File: src/hdl/jetp_pkg.sv
// ----------------------------------------------------------------------------
// Julia escape time pixel package
// Widths, register map, reset values, shared types and saturation.
// ----------------------------------------------------------------------------
package jetp_pkg;

  localparam int COORD_W = 12;
  localparam int Q_W     = 32;
  localparam int STEP_W  = 31;
  localparam int ITER_W  = 16;
  localparam int CFG_IDX_W = 3;

  localparam int FRAC_BITS = 28;
  localparam logic [63:0] ESCAPE_Q56 = 64'd4 << 56;

  localparam logic [CFG_IDX_W-1:0] REG_ORIGIN_REAL = 3'd0;
  localparam logic [CFG_IDX_W-1:0] REG_ORIGIN_IMAG = 3'd1;
  localparam logic [CFG_IDX_W-1:0] REG_PIXEL_STEP  = 3'd2;
  localparam logic [CFG_IDX_W-1:0] REG_CONST_REAL  = 3'd3;
  localparam logic [CFG_IDX_W-1:0] REG_CONST_IMAG  = 3'd4;
  localparam logic [CFG_IDX_W-1:0] REG_MAX_ITER    = 3'd5;

  localparam logic signed [Q_W-1:0] RST_ORIGIN_REAL = -32'sd539587461;
  localparam logic signed [Q_W-1:0] RST_ORIGIN_IMAG = -32'sd394264;
  localparam logic [STEP_W-1:0]     RST_PIXEL_STEP  = 31'd789333;
  localparam logic signed [Q_W-1:0] RST_CONST_REAL  = 32'sd0;
  localparam logic signed [Q_W-1:0] RST_CONST_IMAG  = -32'sd214748365;
  localparam logic [ITER_W-1:0]     RST_MAX_ITER    = 16'd512;

  localparam int QUEUE_DEPTH = 2;
  localparam int QPTR_W = (QUEUE_DEPTH > 1) ? $clog2(QUEUE_DEPTH) : 1;
  localparam int QCNT_W = $clog2(QUEUE_DEPTH + 1);

  typedef struct packed {
    logic signed [Q_W-1:0] origin_real;
    logic signed [Q_W-1:0] origin_imag;
    logic [STEP_W-1:0]     pixel_step;
    logic signed [Q_W-1:0] const_real;
    logic signed [Q_W-1:0] const_imag;
    logic [ITER_W-1:0]     max_iter;
  } cfg_t;

  typedef struct packed {
    logic signed [Q_W-1:0] zr;
    logic signed [Q_W-1:0] zi;
    logic [COORD_W-1:0]    column;
    logic [COORD_W-1:0]    row;
  } item_t;

  function automatic logic signed [Q_W-1:0] sat32(input logic signed [63:0] v);
    logic signed [Q_W-1:0] r;
    if (v > 64'sd2147483647) begin
      r = 32'sh7FFF_FFFF;
    end else if (v < -64'sd2147483648) begin
      r = 32'sh8000_0000;
    end else begin
      r = v[Q_W-1:0];
    end
    return r;
  endfunction

endpackage

File: src/hdl/jetp_if.sv


interface jetp_cfg_if;
  logic                           valid;
  logic                           ready;
  logic [jetp_pkg::CFG_IDX_W-1:0] index;
  logic [jetp_pkg::Q_W-1:0]       data;
  modport source (output valid, index, data, input ready);
  modport sink   (input valid, index, data, output ready);
endinterface

File: src/hdl/jetp_cfg.sv
// ----------------------------------------------------------------------------
// Julia escape time pixel register file
// Holds the view window, Julia constant and iteration limit.
// ----------------------------------------------------------------------------
module jetp_cfg (
  input  logic             clk,
  input  logic             rst,
  jetp_cfg_if.sink         cfg,
  output jetp_pkg::cfg_t   regs
);

  assign cfg.ready = 1'b1;

  always_ff @(posedge clk) begin
    if (rst) begin
      regs.origin_real <= jetp_pkg::RST_ORIGIN_REAL;
      regs.origin_imag <= jetp_pkg::RST_ORIGIN_IMAG;
      regs.pixel_step  <= jetp_pkg::RST_PIXEL_STEP;
      regs.const_real  <= jetp_pkg::RST_CONST_REAL;
      regs.const_imag  <= jetp_pkg::RST_CONST_IMAG;
      regs.max_iter    <= jetp_pkg::RST_MAX_ITER;
    end else if (cfg.valid) begin
      case (cfg.index)
        jetp_pkg::REG_ORIGIN_REAL: regs.origin_real <= $signed(cfg.data);
        jetp_pkg::REG_ORIGIN_IMAG: regs.origin_imag <= $signed(cfg.data);
        jetp_pkg::REG_PIXEL_STEP:  regs.pixel_step  <= cfg.data[jetp_pkg::STEP_W-1:0];
        jetp_pkg::REG_CONST_REAL:  regs.const_real  <= $signed(cfg.data);
        jetp_pkg::REG_CONST_IMAG:  regs.const_imag  <= $signed(cfg.data);
        jetp_pkg::REG_MAX_ITER:    regs.max_iter    <= cfg.data[jetp_pkg::ITER_W-1:0];
        default: ;
      endcase
    end
  end

endmodule

File: src/flat_wrapper.sv
// flat-port wrapper written by rule: the top's interface ports become plain ports
module jetp_cfg_flat 
  (clk, rst, regs, cfg_valid, cfg_index, cfg_data, cfg_ready);
  jetp_cfg_if cfg_i ();
  input  logic clk;
  input  logic rst;
  output jetp_pkg::cfg_t regs;
  input wire logic [$bits(cfg_i.valid)-1:0] cfg_valid;
  input wire logic [$bits(cfg_i.index)-1:0] cfg_index;
  input wire logic [$bits(cfg_i.data)-1:0] cfg_data;
  output wire logic [$bits(cfg_i.ready)-1:0] cfg_ready;
  assign cfg_i.valid = cfg_valid;
  assign cfg_i.index = cfg_index;
  assign cfg_i.data = cfg_data;
  assign cfg_ready = cfg_i.ready;
  jetp_cfg u_core (.clk(clk), .rst(rst), .cfg(cfg_i), .regs(regs));
endmodule
File: config.mk
export PLATFORM = sky130hd
export DESIGN_NAME = jetp_cfg_flat
export DESIGN_NICKNAME = d
export VERILOG_FILES = /design/src/hdl/jetp_pkg.sv /design/src/hdl/jetp_if.sv /design/src/hdl/jetp_cfg.sv /design/src/flat_wrapper.sv
export SDC_FILE = /design/constraint.sdc
export NUM_CORES = 1
export LEC_CHECK = 0
export CORE_AREA = 5 5 128 117
export DETAILED_ROUTE_END_ITERATION = 16
export DIE_AREA = 0 0 133 122
export DONT_BUFFER_PORTS = 1
export GPL_TIMING_DRIVEN = 0
export PLACE_DENSITY = 0.78
export SLEW_MARGIN = 10
export SYNTH_ARGS = -nofsm -noshare
export SYNTH_HDL_FRONTEND = slang
export SYNTH_SLANG_ARGS = --single-unit
File: constraint.sdc
create_clock -name clk -period 1.6 [get_ports clk]
set_clock_uncertainty 0.15 [all_clocks]
set_input_delay 0.48 -clock clk [delete_from_list [all_inputs] [get_ports clk]]
set_output_delay 0.48 -clock clk [all_outputs]
set_load 0.02 [all_outputs]
# After elaboration in Yosys (flattened, before gate mapping)
# Cells that the tools add are included.
[totals]
ff_bits = 175
latchBits = 0
ram_bits = 0
mem_bits_ro = 0
output_inout_bits = 176
elab_cells = 18
n_memories = 0
[classes]
add_sub_neg = 0
mul = 0
div_mod_pow = 0
n_lt_le_gt_ge = 0
eq_ne = 5
shifts = 0
muxes = 0
bitwise_logic = 0
n_reduce_logical = 7
[op_table]
columns = ["cell", "n"]
rows = [
  ["2-bit AND reduction", 6],
  ["3-bit by 2-bit == test with 1-bit output (second input constant)", 2],
  ["3-bit == test (second input constant)", 2],
  ["3-bit by 1-bit == test with 1-bit output (second input constant)", 1],
  ["3-bit logical NOT", 1],
]

# Longest topological paths before layout
# Gate-level depths: netlist of run 1.
[logic_depth]
depth_word = 2
depth_mapped = 5
mapped_depth_nobuf = 2

# Least setup slack after synthesis of run 1
# OpenSTA, ideal clock, no wires.
[synth_timing]
kind = "input to register"
startpoint = "input cfg_valid"
endpoint = "register u_core.regs[141] (netlist name)"
t_arrival_ps = 1499
required_time_ps = 1378
slack_ps = -120
stages = 5
path_cell_list = "buf_2 nor4bb_1 buf_4 buf_4 mux2i_1"
[synth_via]
elab_chain_len = 1
[synth_rtl]
columns = ["element", "line", "text"]
rows = [
  ["start, declared", "flat_wrapper.sv:8", "input wire logic [$bits(cfg_i.valid)-1:0] cfg_valid;"],
  ["2-bit AND reduction (no source line)", "-", ""],
]
# No other way between the ends.
# A chain may end at the register's enable or synchronous reset.

# Worst setup path in the final report of run 1
[layout_timing]
startpoint = "register u_core.regs[113] (netlist name)"
endpoint = "output regs[113] (netlist bit)"
[layout_lines]
columns = ["element", "line", "text"]
rows = [
  ["end, declared", "flat_wrapper.sv:7", "output jetp_pkg::cfg_t regs;"],
]
# No word-level cell between the ends.

==> summary.md, run 1 <==
| Metric | Value |
|---|---|
| Flop pwr share | 50.4% |
| Nets@finish | 708 |
| Area contributors post-synth | dfxtp_1 (51%), mux2i_1 (26%), nand2b_1 (12%) |
| Setup-failing EPs final | 0 |
| Vias in the first global route | 5092 |
| IO Pins | 214 |
| Synth top area share | 51.1% |
| Layout cells sized above 1 | 9.37% |
| Most frequent cells in the layout | mux2i_1 (175), dfxtp_1 (174), nand2b_1 (133), nor2_1 (106), clkbuf_1 (20) |
| Clk Tree Root Cell | clkbuf_16 |
| Commonest non-fill, non-tap cell in the layout | mux2i_1 |
| CTS buffer count | 17 |
| Share of the clock period used by the worst path | 98.1% |
| Post-Syn Area | 6850 µm² |
| Critical path arrival | 940 ps |
| Initial antenna violation count | 0 |
| R2r setup slk | 630 ps |
| N_diodes | 0 |
| Critical Path Fanout Max | 2 |
| VDD IR max | 791 µV |
| Cell Rows | 41 |
| Hpwl dp | 15.2 mm |
| Slew headroom | 54.7% |
| WL/cell | 24.3 µm |
| Grt ovf | 0 |
| Crit. End Element | output pin |
| Core area | 13700 µm² |
| Worst Tran Pin Value | 680 ps |
| TritonCTS clock tree | built |
| CTS Buffer Depth | 2 |
| First-pass GRT wire length | 31.0 mm |
| # H-tree levels | 4 |
| Pre-CTS setup slack | -607 ps |
| Residual DRC | 0 |
| Leakage Power | 3.44 nW |
| Final hold vios | 0 |
| Top Registers | u_core.regs: 175 flops |
| Syn. warnings | 0 |
| Status | complete, no violations |
| Switch share | 25.5% |
| Most flop-heavy register | u_core.regs |
| Max reg flops | 175 |
| Routed Antenna Nets | 0 |
| Die W | 133 µm |
| CP required | 970 ps |
| Part of the Yosys area used for sequential elements | 51.1% |
| Hold depth | 2 |
| DR iter-0 viols | 330 |
| Final Cell Area | 7690 µm² |
| CTS clk-pin slew, worst paths | 70 ps |
| Internal power | 6.88 mW |
| Initial Util | 50.0% |
| CTS sink cnt | 175 |
| Max cap viols | 0 |
| Final GP Congestion | 0.877 |
| Worst hold margin | 55.2 ps |
| Power share of the combinational group | 5.8% |
| Core Util, Final | 56.1% |
| Syn nets | 689 |
| Area Growth Syn to Fin | 12.2% |
| TritonRoute pass-1 iters | 5 |
| Routed via count | 4850 |
| Detailed Route WL | 20.8 mm |
| Setup bufs post-CTS | 0 |
| Setup crit start kind | flop |
| CP Depth | 0 |
| CP Class | reg -> out |
| Min cycle time layout | 1570 ps |
| Hold crit path type | in -> reg |
| Largest net degree at the start of global routing | 17 |
| Synth unique cells | 15 |
| RSZ-0062 raised after global routing | no |
| Post-CTS Hold Fix Bufs | 0 |
| Die area | 16200 µm² |
| Clock power frac | 43.8% |
| Port Buffers | 0 |
| Area leader, netlist | dfxtp_1 |
| Syn_area_per_cell | 10.5 µm² |
| Synthesized flop and latch total | 175 |
| Slew Limit Fails | 0 |
| Clock latency on the worst-skew pair | 430 ps |
| Final worst slack | 31.1 ps |
| Total Routing Usage GR | 25.5% |
| Die height | 122 µm |
| Maximum operating frequency | 637 MHz |
| Pwr Density | 1200 nW/µm² |
| Switching power | 2.35 mW |
| Worst r2r path cells | 2 |
| Placed cell area | 7110 µm² |
| Vias per inst | 5.67 |
| Cells after synthesis | 651 |
[routing by layer]
| layer | global-route usage [%] | wire (µm) | up-vias |
|---|---|---|---|
| met2 | 42.1 | 9920 | 247 |
| met3 | 10.1 | 2130 | 59 |
| li1 | - | - | 2181 |
| met4 | 10.4 | 658 | 0 |
| met5 | 0 | 0 | - |
| met1 | 29.7 | 8060 | 2363 |
[area by class of cell]
cell class | count | area, µm²
Buffer | 50 | 298
Sequential cell | 175 | 3500
Clock inverter | 14 | 131
Tap cell | 172 | 215
Clock buffer | 18 | 439
Multi-Input combinational cell | 426 | 3100
Fill cell | 1175 | 6010
[Yosys cell counts]
| cell | number |
|---|---|
| and4b_1 | 2 |
| buf_2 | 15 |
| buf_4 | 6 |
| buf_6 | 3 |
| clkbuf_1 | 26 |
| conb_1 | 1 |
| dfxtp_1 | 175 |
| mux2i_1 | 175 |
| nand2b_1 | 133 |
| nand4b_1 | 2 |
| nand4bb_1 | 3 |
| nor2_1 | 106 |
| nor4b_1 | 1 |
| nor4bb_1 | 2 |
| or4b_4 | 1 |
[cell families (layout without fill, tap and decap cells)]
group | Yosys count | count (layout) | share of synthesized area, %
and+or+nand+nor | 250 | 250 | 19.6
other | 1 | 1 | 0.0547
muxes | 175 | 175 | 25.6
buffers and inverters | 50 | 82 | 3.67
DFF | 175 | 175 | 51.1
[stage by stage]
stage                     total power [mW]  instances  TNS [ps]
after global routing                  9.52        855         0
after floorplan                       5.09        651     -1230
after global placement                5.26        823    -33160
after CTS                             9.27        855         0
after detailed placement              5.28        823    -37380
final                                 9.23        855         0
[what timing repair did]
| action | 4_1_cts | 5_1_grt |
|---|---|---|
| gates resized for setup | 3 | 7 |
| setup endpoints to repair | 11 | 5 |
| pin swaps | 0 | 0 |
[power by group through the flow]
stage	clock network, mW	logic, mW	registers [mW]
3_3_place_gp	0	0.510	4.75
4_1_cts	4.08	0.533	4.65
5_1_grt	4.28	0.573	4.66
6_report	4.04	0.532	4.65
2_1_floorplan	0	0.377	4.72
3_5_place_dp	0	0.528	4.75
[final timing paths]
path                    start                to
max          u_core.regs[113]         regs[113]
min              cfg_data[31]   u_core.regs[79]
max reg2reg  u_core.regs[114]  u_core.regs[114]
min reg2reg  u_core.regs[156]  u_core.regs[156]
(Power assumes the default switching activity.)
==> run 2, diff against run 1 <==
- ABC_AREA: default -> 1
- CAP_MARGIN: default -> 10
- CORE_AREA: 5 5 128 117 -> 5 5 125 115
- DIE_AREA: 0 0 133 122 -> 0 0 130 120
==> run 2 against run 1 <==
- design area down 1.3%
- power up 6.7%
- non-clock buffer count grew 28
==> summary.md, run 2 <==
| Metric | Value |
|---|---|
| Status | complete, no violations (unchanged) |
| Min cycle time layout | 1570 ps (about the same) |
| Critical Path Fanout Max | 2 (unchanged) |
| Final hold vios | 0 (unchanged) |
| Synth unique cells | 14 (was 15) |
| Placed Cells | 1090 (was 823) |
| Max cap viols | 0 (unchanged) |
| Setup crit start kind | flop (unchanged) |
| TNS Setup | 0 ps (unchanged) |
| Routed Antenna Nets | 0 (unchanged) |
| Synthesized flop and latch total | 175 (unchanged) |
| Initial Util | 50.6% (was 50.0%) |
| CP required | 970 ps (about the same) |
| Detailed Route WL | 21.3 mm (was 20.8 mm) |
| Commonest non-fill, non-tap cell in the layout | nand2_1 (was mux2i_1) |
| Placed cell area | 6800 µm² (was 7110 µm²) |
| Core Util, Final | 58.3% (was 56.1%) |
| Post-Syn Area | 6590 µm² (was 6850 µm²) |
| Pre-CTS setup slack | -431 ps (was -607 ps) |
| Pwr Density | 1300 nW/µm² (was 1200 nW/µm²) |
| Cell Rows | 40 (was 41) |
| Top Registers | u_core.regs: 175 flops (unchanged) |
| Setup-failing EPs final | 0 (unchanged) |
| CTS buffer count | 17 (unchanged) |
| Clk Tree Root Cell | clkbuf_16 (unchanged) |
| Core area | 13000 µm² (was 13700 µm²) |
| TritonRoute pass-1 iters | 5 (unchanged) |
| Slew Limit Fails | 0 (unchanged) |
| TritonCTS clock tree | built (unchanged) |
| RSZ-0062 raised after global routing | no (unchanged) |
| Hpwl dp | 15.6 mm (was 15.2 mm) |
| Nets@finish | 996 (was 708) |
| Syn nets | 960 (was 689) |
| Area Growth Syn to Fin | 15.2% (was 12.2%) |
| Largest net degree at the start of global routing | 17 (unchanged) |
| WL/cell | 18.7 µm (was 24.3 µm) |
| Vias per inst | 5.35 (was 5.67) |
| Ys async rst share | 0% (unchanged) |
| CTS sink cnt | 175 (unchanged) |
| Total Routing Usage GR | 27.5% (was 25.5%) |
| # H-tree levels | 4 (unchanged) |
| Post-synth top cells | nand2_1 (257), nor2_1 (209), dfxtp_1 (175), nand3_1 (175) (was dfxtp_1 (175), mux2i_1 (175), nand2b_1 (133)) |
| Residual DRC | 0 (unchanged) |
| Die W | 130 µm (was 133 µm) |
| Leakage Power | 3.53 nW (was 3.44 nW) |
| Worst Tran Pin Value | 575 ps (was 680 ps) |
| Share of the clock period used by the worst path | 98.0% (was 98.1%) |
| Initial antenna violation count | 0 (unchanged) |
| Maximum operating frequency | 638 MHz (was 637 MHz) |
| Worst hold margin | 7.01 ps (was 55.2 ps) |
| Layout cells sized above 1 | 8.24% (was 9.37%) |
| Most frequent cells in the layout | nand2_1 (257), nor2_1 (209), nand3_1 (175), dfxtp_1 (174) (was mux2i_1 (175), dfxtp_1 (174), nand2b_1 (133), nor2_1 (106), clkbuf_1 (20)) |
| Grt ovf | 0 (unchanged) |
| Die area | 15600 µm² (was 16200 µm²) |
| CTS clk-pin slew, worst paths | 70 ps (about the same) |
| Most flop-heavy register | u_core.regs (unchanged) |
| Max reg flops | 175 (unchanged) |
| Syn. warnings | 0 (unchanged) |
| Final Cell Area | 7590 µm² (was 7690 µm²) |
| Slew headroom | 61.7% (was 54.7%) |
| Vias in the first global route | 5655 (was 5092) |
| Port Buffers | 0 (unchanged) |
| VDD IR max | 762 µV (was 791 µV) |
| Critical path arrival | 940 ps (about the same) |
| CP Class | reg -> out (unchanged) |
| CTS Buffer Depth | 2 (unchanged) |
| Most frequent cell after synthesis | nand2_1 |
| Area contributors post-synth | dfxtp_1 (53%), nand2_1 (15%), nand3_1 (13%) (was dfxtp_1 (51%), mux2i_1 (26%), nand2b_1 (12%)) |
| Hold crit path type | in -> reg (unchanged) |
| DR iter-0 viols | 455 (was 330) |
| Final worst slack | 31.8 ps (was 31.1 ps) |
| EDFF count, synth | 0 (unchanged) |
| R2r setup slk | 690 ps (was 630 ps) |
| Ys flop type | dfxtp_1 (unchanged) |
| Crit. End Element | output pin (unchanged) |
| Part of the Yosys area used for sequential elements | 53.2% (was 51.1%) |
| Non-filler instance count after layout | 1139 (was 855) |
| Cells after synthesis | 922 (was 651) |
| N_diodes | 0 (unchanged) |
| Syn_area_per_cell | 7.14 µm² (was 10.5 µm²) |
| First-pass GRT wire length | 32.5 mm (was 31.0 mm) |
| Die height | 120 µm (was 122 µm) |
| Area leader, netlist | dfxtp_1 (unchanged) |
| IO Pins | 214 (unchanged) |
| Synth top area share | 53.2% (was 51.1%) |
| Setup bufs post-CTS | 0 (unchanged) |
| Tot Pwr | 9.84 mW (was 9.23 mW) |
| Clock latency on the worst-skew pair | 430 ps (about the same) |
| Final GP Congestion | 0.887 (was 0.877) |
| Routed via count | 6089 (was 4850) |
==> run 2: report_power, final <==
part | switching [mW] | internal (mW) | total, mW | leakage [nW]
clock network | 1.81 | 2.52 | 4.33 | 0.294
registers | 0.311 | 4.51 | 4.82 | 1.43
logic | 0.464 | 0.220 | 0.685 | 1.81
==> run 2: cells by family (layout without fill, tap and decap cells) <==
group | count (synthesis) | count (layout) | share of synthesized area (%)
simple gates | 645 | 645 | 40.2
compound gates | 1 | 1 | 0.0759
other cells | 1 | 1 | 0.0569
flops | 175 | 175 | 53.2
buf+inv | 100 | 149 | 6.46
==> run 2: cell type report <==
type                            count  area (µm²)
Timing Repair Buffer               17         170
Clock buffer                       18         439
Multi-Input combinational cell    647        2660
Tap cell                          168         210
Fill cell                        1250        5420
Clock inverter                     14         179
Sequential cell                   175        3500
Buffer                             61         283
Inverter                           39         146
==> run 2: routing by layer <==
metal  global-route usage, %  wire length (µm)  vias up
met3                    10.6              2590       40
met5                       0                 0        -
met2                    41.3              9550      282
met1                    35.4              8640     2826
li1                        -                 -     2941
met4                    11.1               572        0
==> run 2: repair_timing <==
| item | 4_1_cts | 5_1_grt |
|---|---|---|
| hold buffers | 16 | 1 |
| endpoints found under the setup margin | 0 | 22 |
| gates resized for setup | 0 | 7 |
| hold endpoints to repair | 25 | 1 |
==> run 2: path summary, 6_finish.rpt <==
check	start	endpoint	cells past startpoint
worst max-delay path	u_core.regs[79]	regs[79]	0
worst min-delay path	cfg_data[20]	u_core.regs[163]	2
worst max register to register	u_core.regs[104]	u_core.regs[104]	2
worst min register to register	u_core.regs[172]	u_core.regs[172]	2
==> run 3, diff against run 2 <==
- BUFFER_PORTS_ARGS: default -> -buffer_cell sky130_fd_sc_hd__buf_2
- CORE_AREA: 5 5 125 115 -> 5 5 134 123
- DIE_AREA: 0 0 130 120 -> 0 0 139 128
- DONT_BUFFER_PORTS: 1 -> default
- PLACE_DENSITY: 0.78 -> 0.83
==> run 3 against run 2 <==
- critical path type unchanged
- die area increased by 14%
- combinational power increased by 66%
- global-route usage decreased by 2.7 points
- clock-buffer cell count increased by 1
- design area increased by 14%
- worst setup slack got worse by 16 ps
- via count increased by 12%
- wire length increased by 5.0%
- clock power decreased by 9.7%
- power decreased by 2.0%
- register-to-register slack improved by 150 ps
==> summary.md, run 3 (synthesized netlist as in run 2, its figures left out) <==
| Metric | Value |
|---|---|
| Area Growth Syn to Fin | 31.1% (was 15.2%) |
| Pwr Density | 1120 nW/µm² (was 1300 nW/µm²) |
| Fill cells | 1414 (was 1250) |
| Core Util, Final | 57.4% (was 58.3%) |
| CTS buffer count | 17 (unchanged) |
| Commonest non-fill, non-tap cell in the layout | nand2_1 (unchanged) |
| Register area | 3520 µm² (was 3500 µm²) |
| VDD IR max | 938 µV (was 762 µV) |
| Worst Tran Pin Value | 611 ps (was 575 ps) |
| Hold crit path type | in -> reg (unchanged) |
| Most frequent cells in the layout | nand2_1 (257), nor2_1 (209), buf_2 (182), nand3_1 (175), dfxtp_1 (163) (was nand2_1 (257), nor2_1 (209), nand3_1 (175), dfxtp_1 (174)) |
| Total Routing Usage GR | 24.8% (was 27.5%) |
| Reg2reg start | u_core.regs[49] (was u_core.regs[104]) |
| Max cap viols | 0 (unchanged) |
| # H-tree levels | 4 (unchanged) |
| Min cycle time layout | 1580 ps (was 1570 ps) |
| Setup bufs post-CTS | 0 (unchanged) |
| Share of the clock period used by the worst path | 99.0% (was 98.0%) |
| Critical Path Fanout Max | 2 (unchanged) |
| WL/cell | 16.4 µm (was 18.7 µm) |
| Final worst slack | 16.3 ps (was 31.8 ps) |
| Status | complete, no violations (unchanged) |
| CTS clk-pin slew, worst paths | 70 ps (about the same) |
| Slew Limit Fails | 0 (unchanged) |
| TritonRoute pass-1 iters | 5 (unchanged) |
| Worst hold margin | 124 ps (was 7.01 ps) |
| Setup-failing EPs final | 0 (unchanged) |
| Hpwl dp | 16.6 mm (was 15.6 mm) |
| Leakage Power | 4.35 nW (was 3.53 nW) |
| CTS sink cnt | 175 (unchanged) |
| Vias per inst | 4.99 (was 5.35) |
| Largest delay share family, worst path | flip-flops |
| HP Start | cfg_data[10] (was cfg_data[20]) |
| Core area | 15100 µm² (was 13000 µm²) |
| Most flop-heavy register | u_core.regs (unchanged) |
| Vias in the first global route | 6346 (was 5655) |
| Die W | 139 µm (was 130 µm) |
| R2r setup slk | 840 ps (was 690 ps) |
| Setup crit start kind | flop (unchanged) |
| Slew headroom | 59.3% (was 61.7%) |
| CP required | 970 ps (about the same) |
| Grt ovf | 0 (unchanged) |
| Clk Tree Root Cell | clkbuf_16 (unchanged) |
| N_diodes | 0 (unchanged) |
| Critical path endpoint | regs[81] (was regs[79]) |
| CP bufs+invs | 1 |
| Slowest CP cell | dfxtp_1 |
| CP Launch Point | u_core.regs[81] (was u_core.regs[79]) |
| Maximum operating frequency | 631 MHz (was 638 MHz) |
| Worst r2r path cells | 2 (unchanged) |
| Largest net degree at the start of global routing | 17 (unchanged) |
| Die height | 128 µm (was 120 µm) |
| Final GP Congestion | 0.883 (was 0.887) |
| Clock latency on the worst-skew pair | 420 ps (was 430 ps) |
| Final hold vios | 0 (unchanged) |
| Max stage delay on crit path | 370 ps |
| TritonCTS clock tree | built (unchanged) |
| Non-filler instance count after layout | 1366 (was 1139) |
| CTS Buffer Depth | 2 (unchanged) |
| CP Depth | 1 (was 0) |
| Detailed Route WL | 22.4 mm (was 21.3 mm) |
| Top Registers | u_core.regs: 175 flops (unchanged) |
| Port Buffers | 212 (was 0) |
| FF-to-FF End | u_core.regs[49] (was u_core.regs[104]) |
| Layout cells sized above 1 | 25.9% (was 8.24%) |
| TNS Setup | 0 ps (unchanged) |
| Residual DRC | 0 (unchanged) |
| CP Class | reg -> out (unchanged) |
| Multi-input gate area | 2660 µm² (unchanged) |
| First-pass GRT wire length | 34.5 mm (was 32.5 mm) |
| Nets@finish | 1191 (was 996) |
| CP Cell Sequence | buf_4 |
| Cell Rows | 43 (was 40) |
| Die area | 17800 µm² (was 15600 µm²) |
| Routed Antenna Nets | 0 (unchanged) |
| Pre-CTS setup slack | -549 ps (was -431 ps) |
| Post-CTS Hold Fix Bufs | 0 (was 16) |
| Routed via count | 6811 (was 6089) |
| Max reg flops | 175 (unchanged) |
| IO Pins | 214 (unchanged) |
| Initial antenna violation count | 0 (unchanged) |
| DR iter-0 viols | 503 (was 455) |
| Critical path arrival | 950 ps (was 940 ps) |
| Placed Cells | 1336 (was 1090) |
| Initial Util | 43.7% (was 50.6%) |
| Crit. End Element | output pin (unchanged) |
run 3: cell type report:
class / instances / area share [%]
clock inverter: 11 / 1.09
inverter: 39 / 1.69
multi-input combinational: 647 / 30.8
tap: 202 / 2.93
clock buffer: 19 / 5.24
sequential: 175 / 40.7
timing repair buffer: 212 / 14.3
buffer: 61 / 3.29
run 3: worst min-delay path by stage:
| stage | depth (start not counted) | slack (ps) | endpoint |
|---|---|---|---|
| after floorplan | 2 | 400 | u_core.regs[119] |
| after global placement | 2 | 300 | u_core.regs[136] |
| after detailed placement | 2 | 300 | u_core.regs[16] |
| after CTS | 3 | 110 | u_core.regs[153] |
| after global routing | 3 | 130 | u_core.regs[153] |
| final | 3 | 120 | u_core.regs[153] |
run 3: routing by layer:
| metal | vias to the layer above | GRT usage [%] | wire length (µm) |
|---|---|---|---|
| li1 | 3330 | - | - |
| met1 | 3155 | 32.4 | 9680 |
| met2 | 284 | 39.6 | 10200 |
| met3 | 42 | 8.13 | 2060 |
| met4 | 0 | 7.02 | 488 |
| met5 | - | 0 | 0 |
run 3: report_power, final:
part           leakage (nW)  switching (mW)  total, mW  internal [mW]
logic                  2.66           0.781       1.14          0.357
registers              1.43          0.0814       4.60           4.51
clock network         0.262            1.71       3.91           2.19
total                  4.35            2.58       9.64           7.06
run 3: metrics by stage:
step / power, mW / cell area [µm²]
after floorplan: 5.34 / 6590
after global placement: 5.76 / 7900
after detailed placement: 5.78 / 7900
after CTS: 9.62 / 8460
after global routing: 9.98 / 8640
final: 9.64 / 8640
run 3: what timing repair did:
action | 4_1_cts | 5_1_grt
endpoints found under the setup margin | 23 | 97
pin swaps | 0 | 0
gates resized for setup | 5 | 95
endpoints found under the hold margin | 0 | 0
gates cloned | 0 | 0
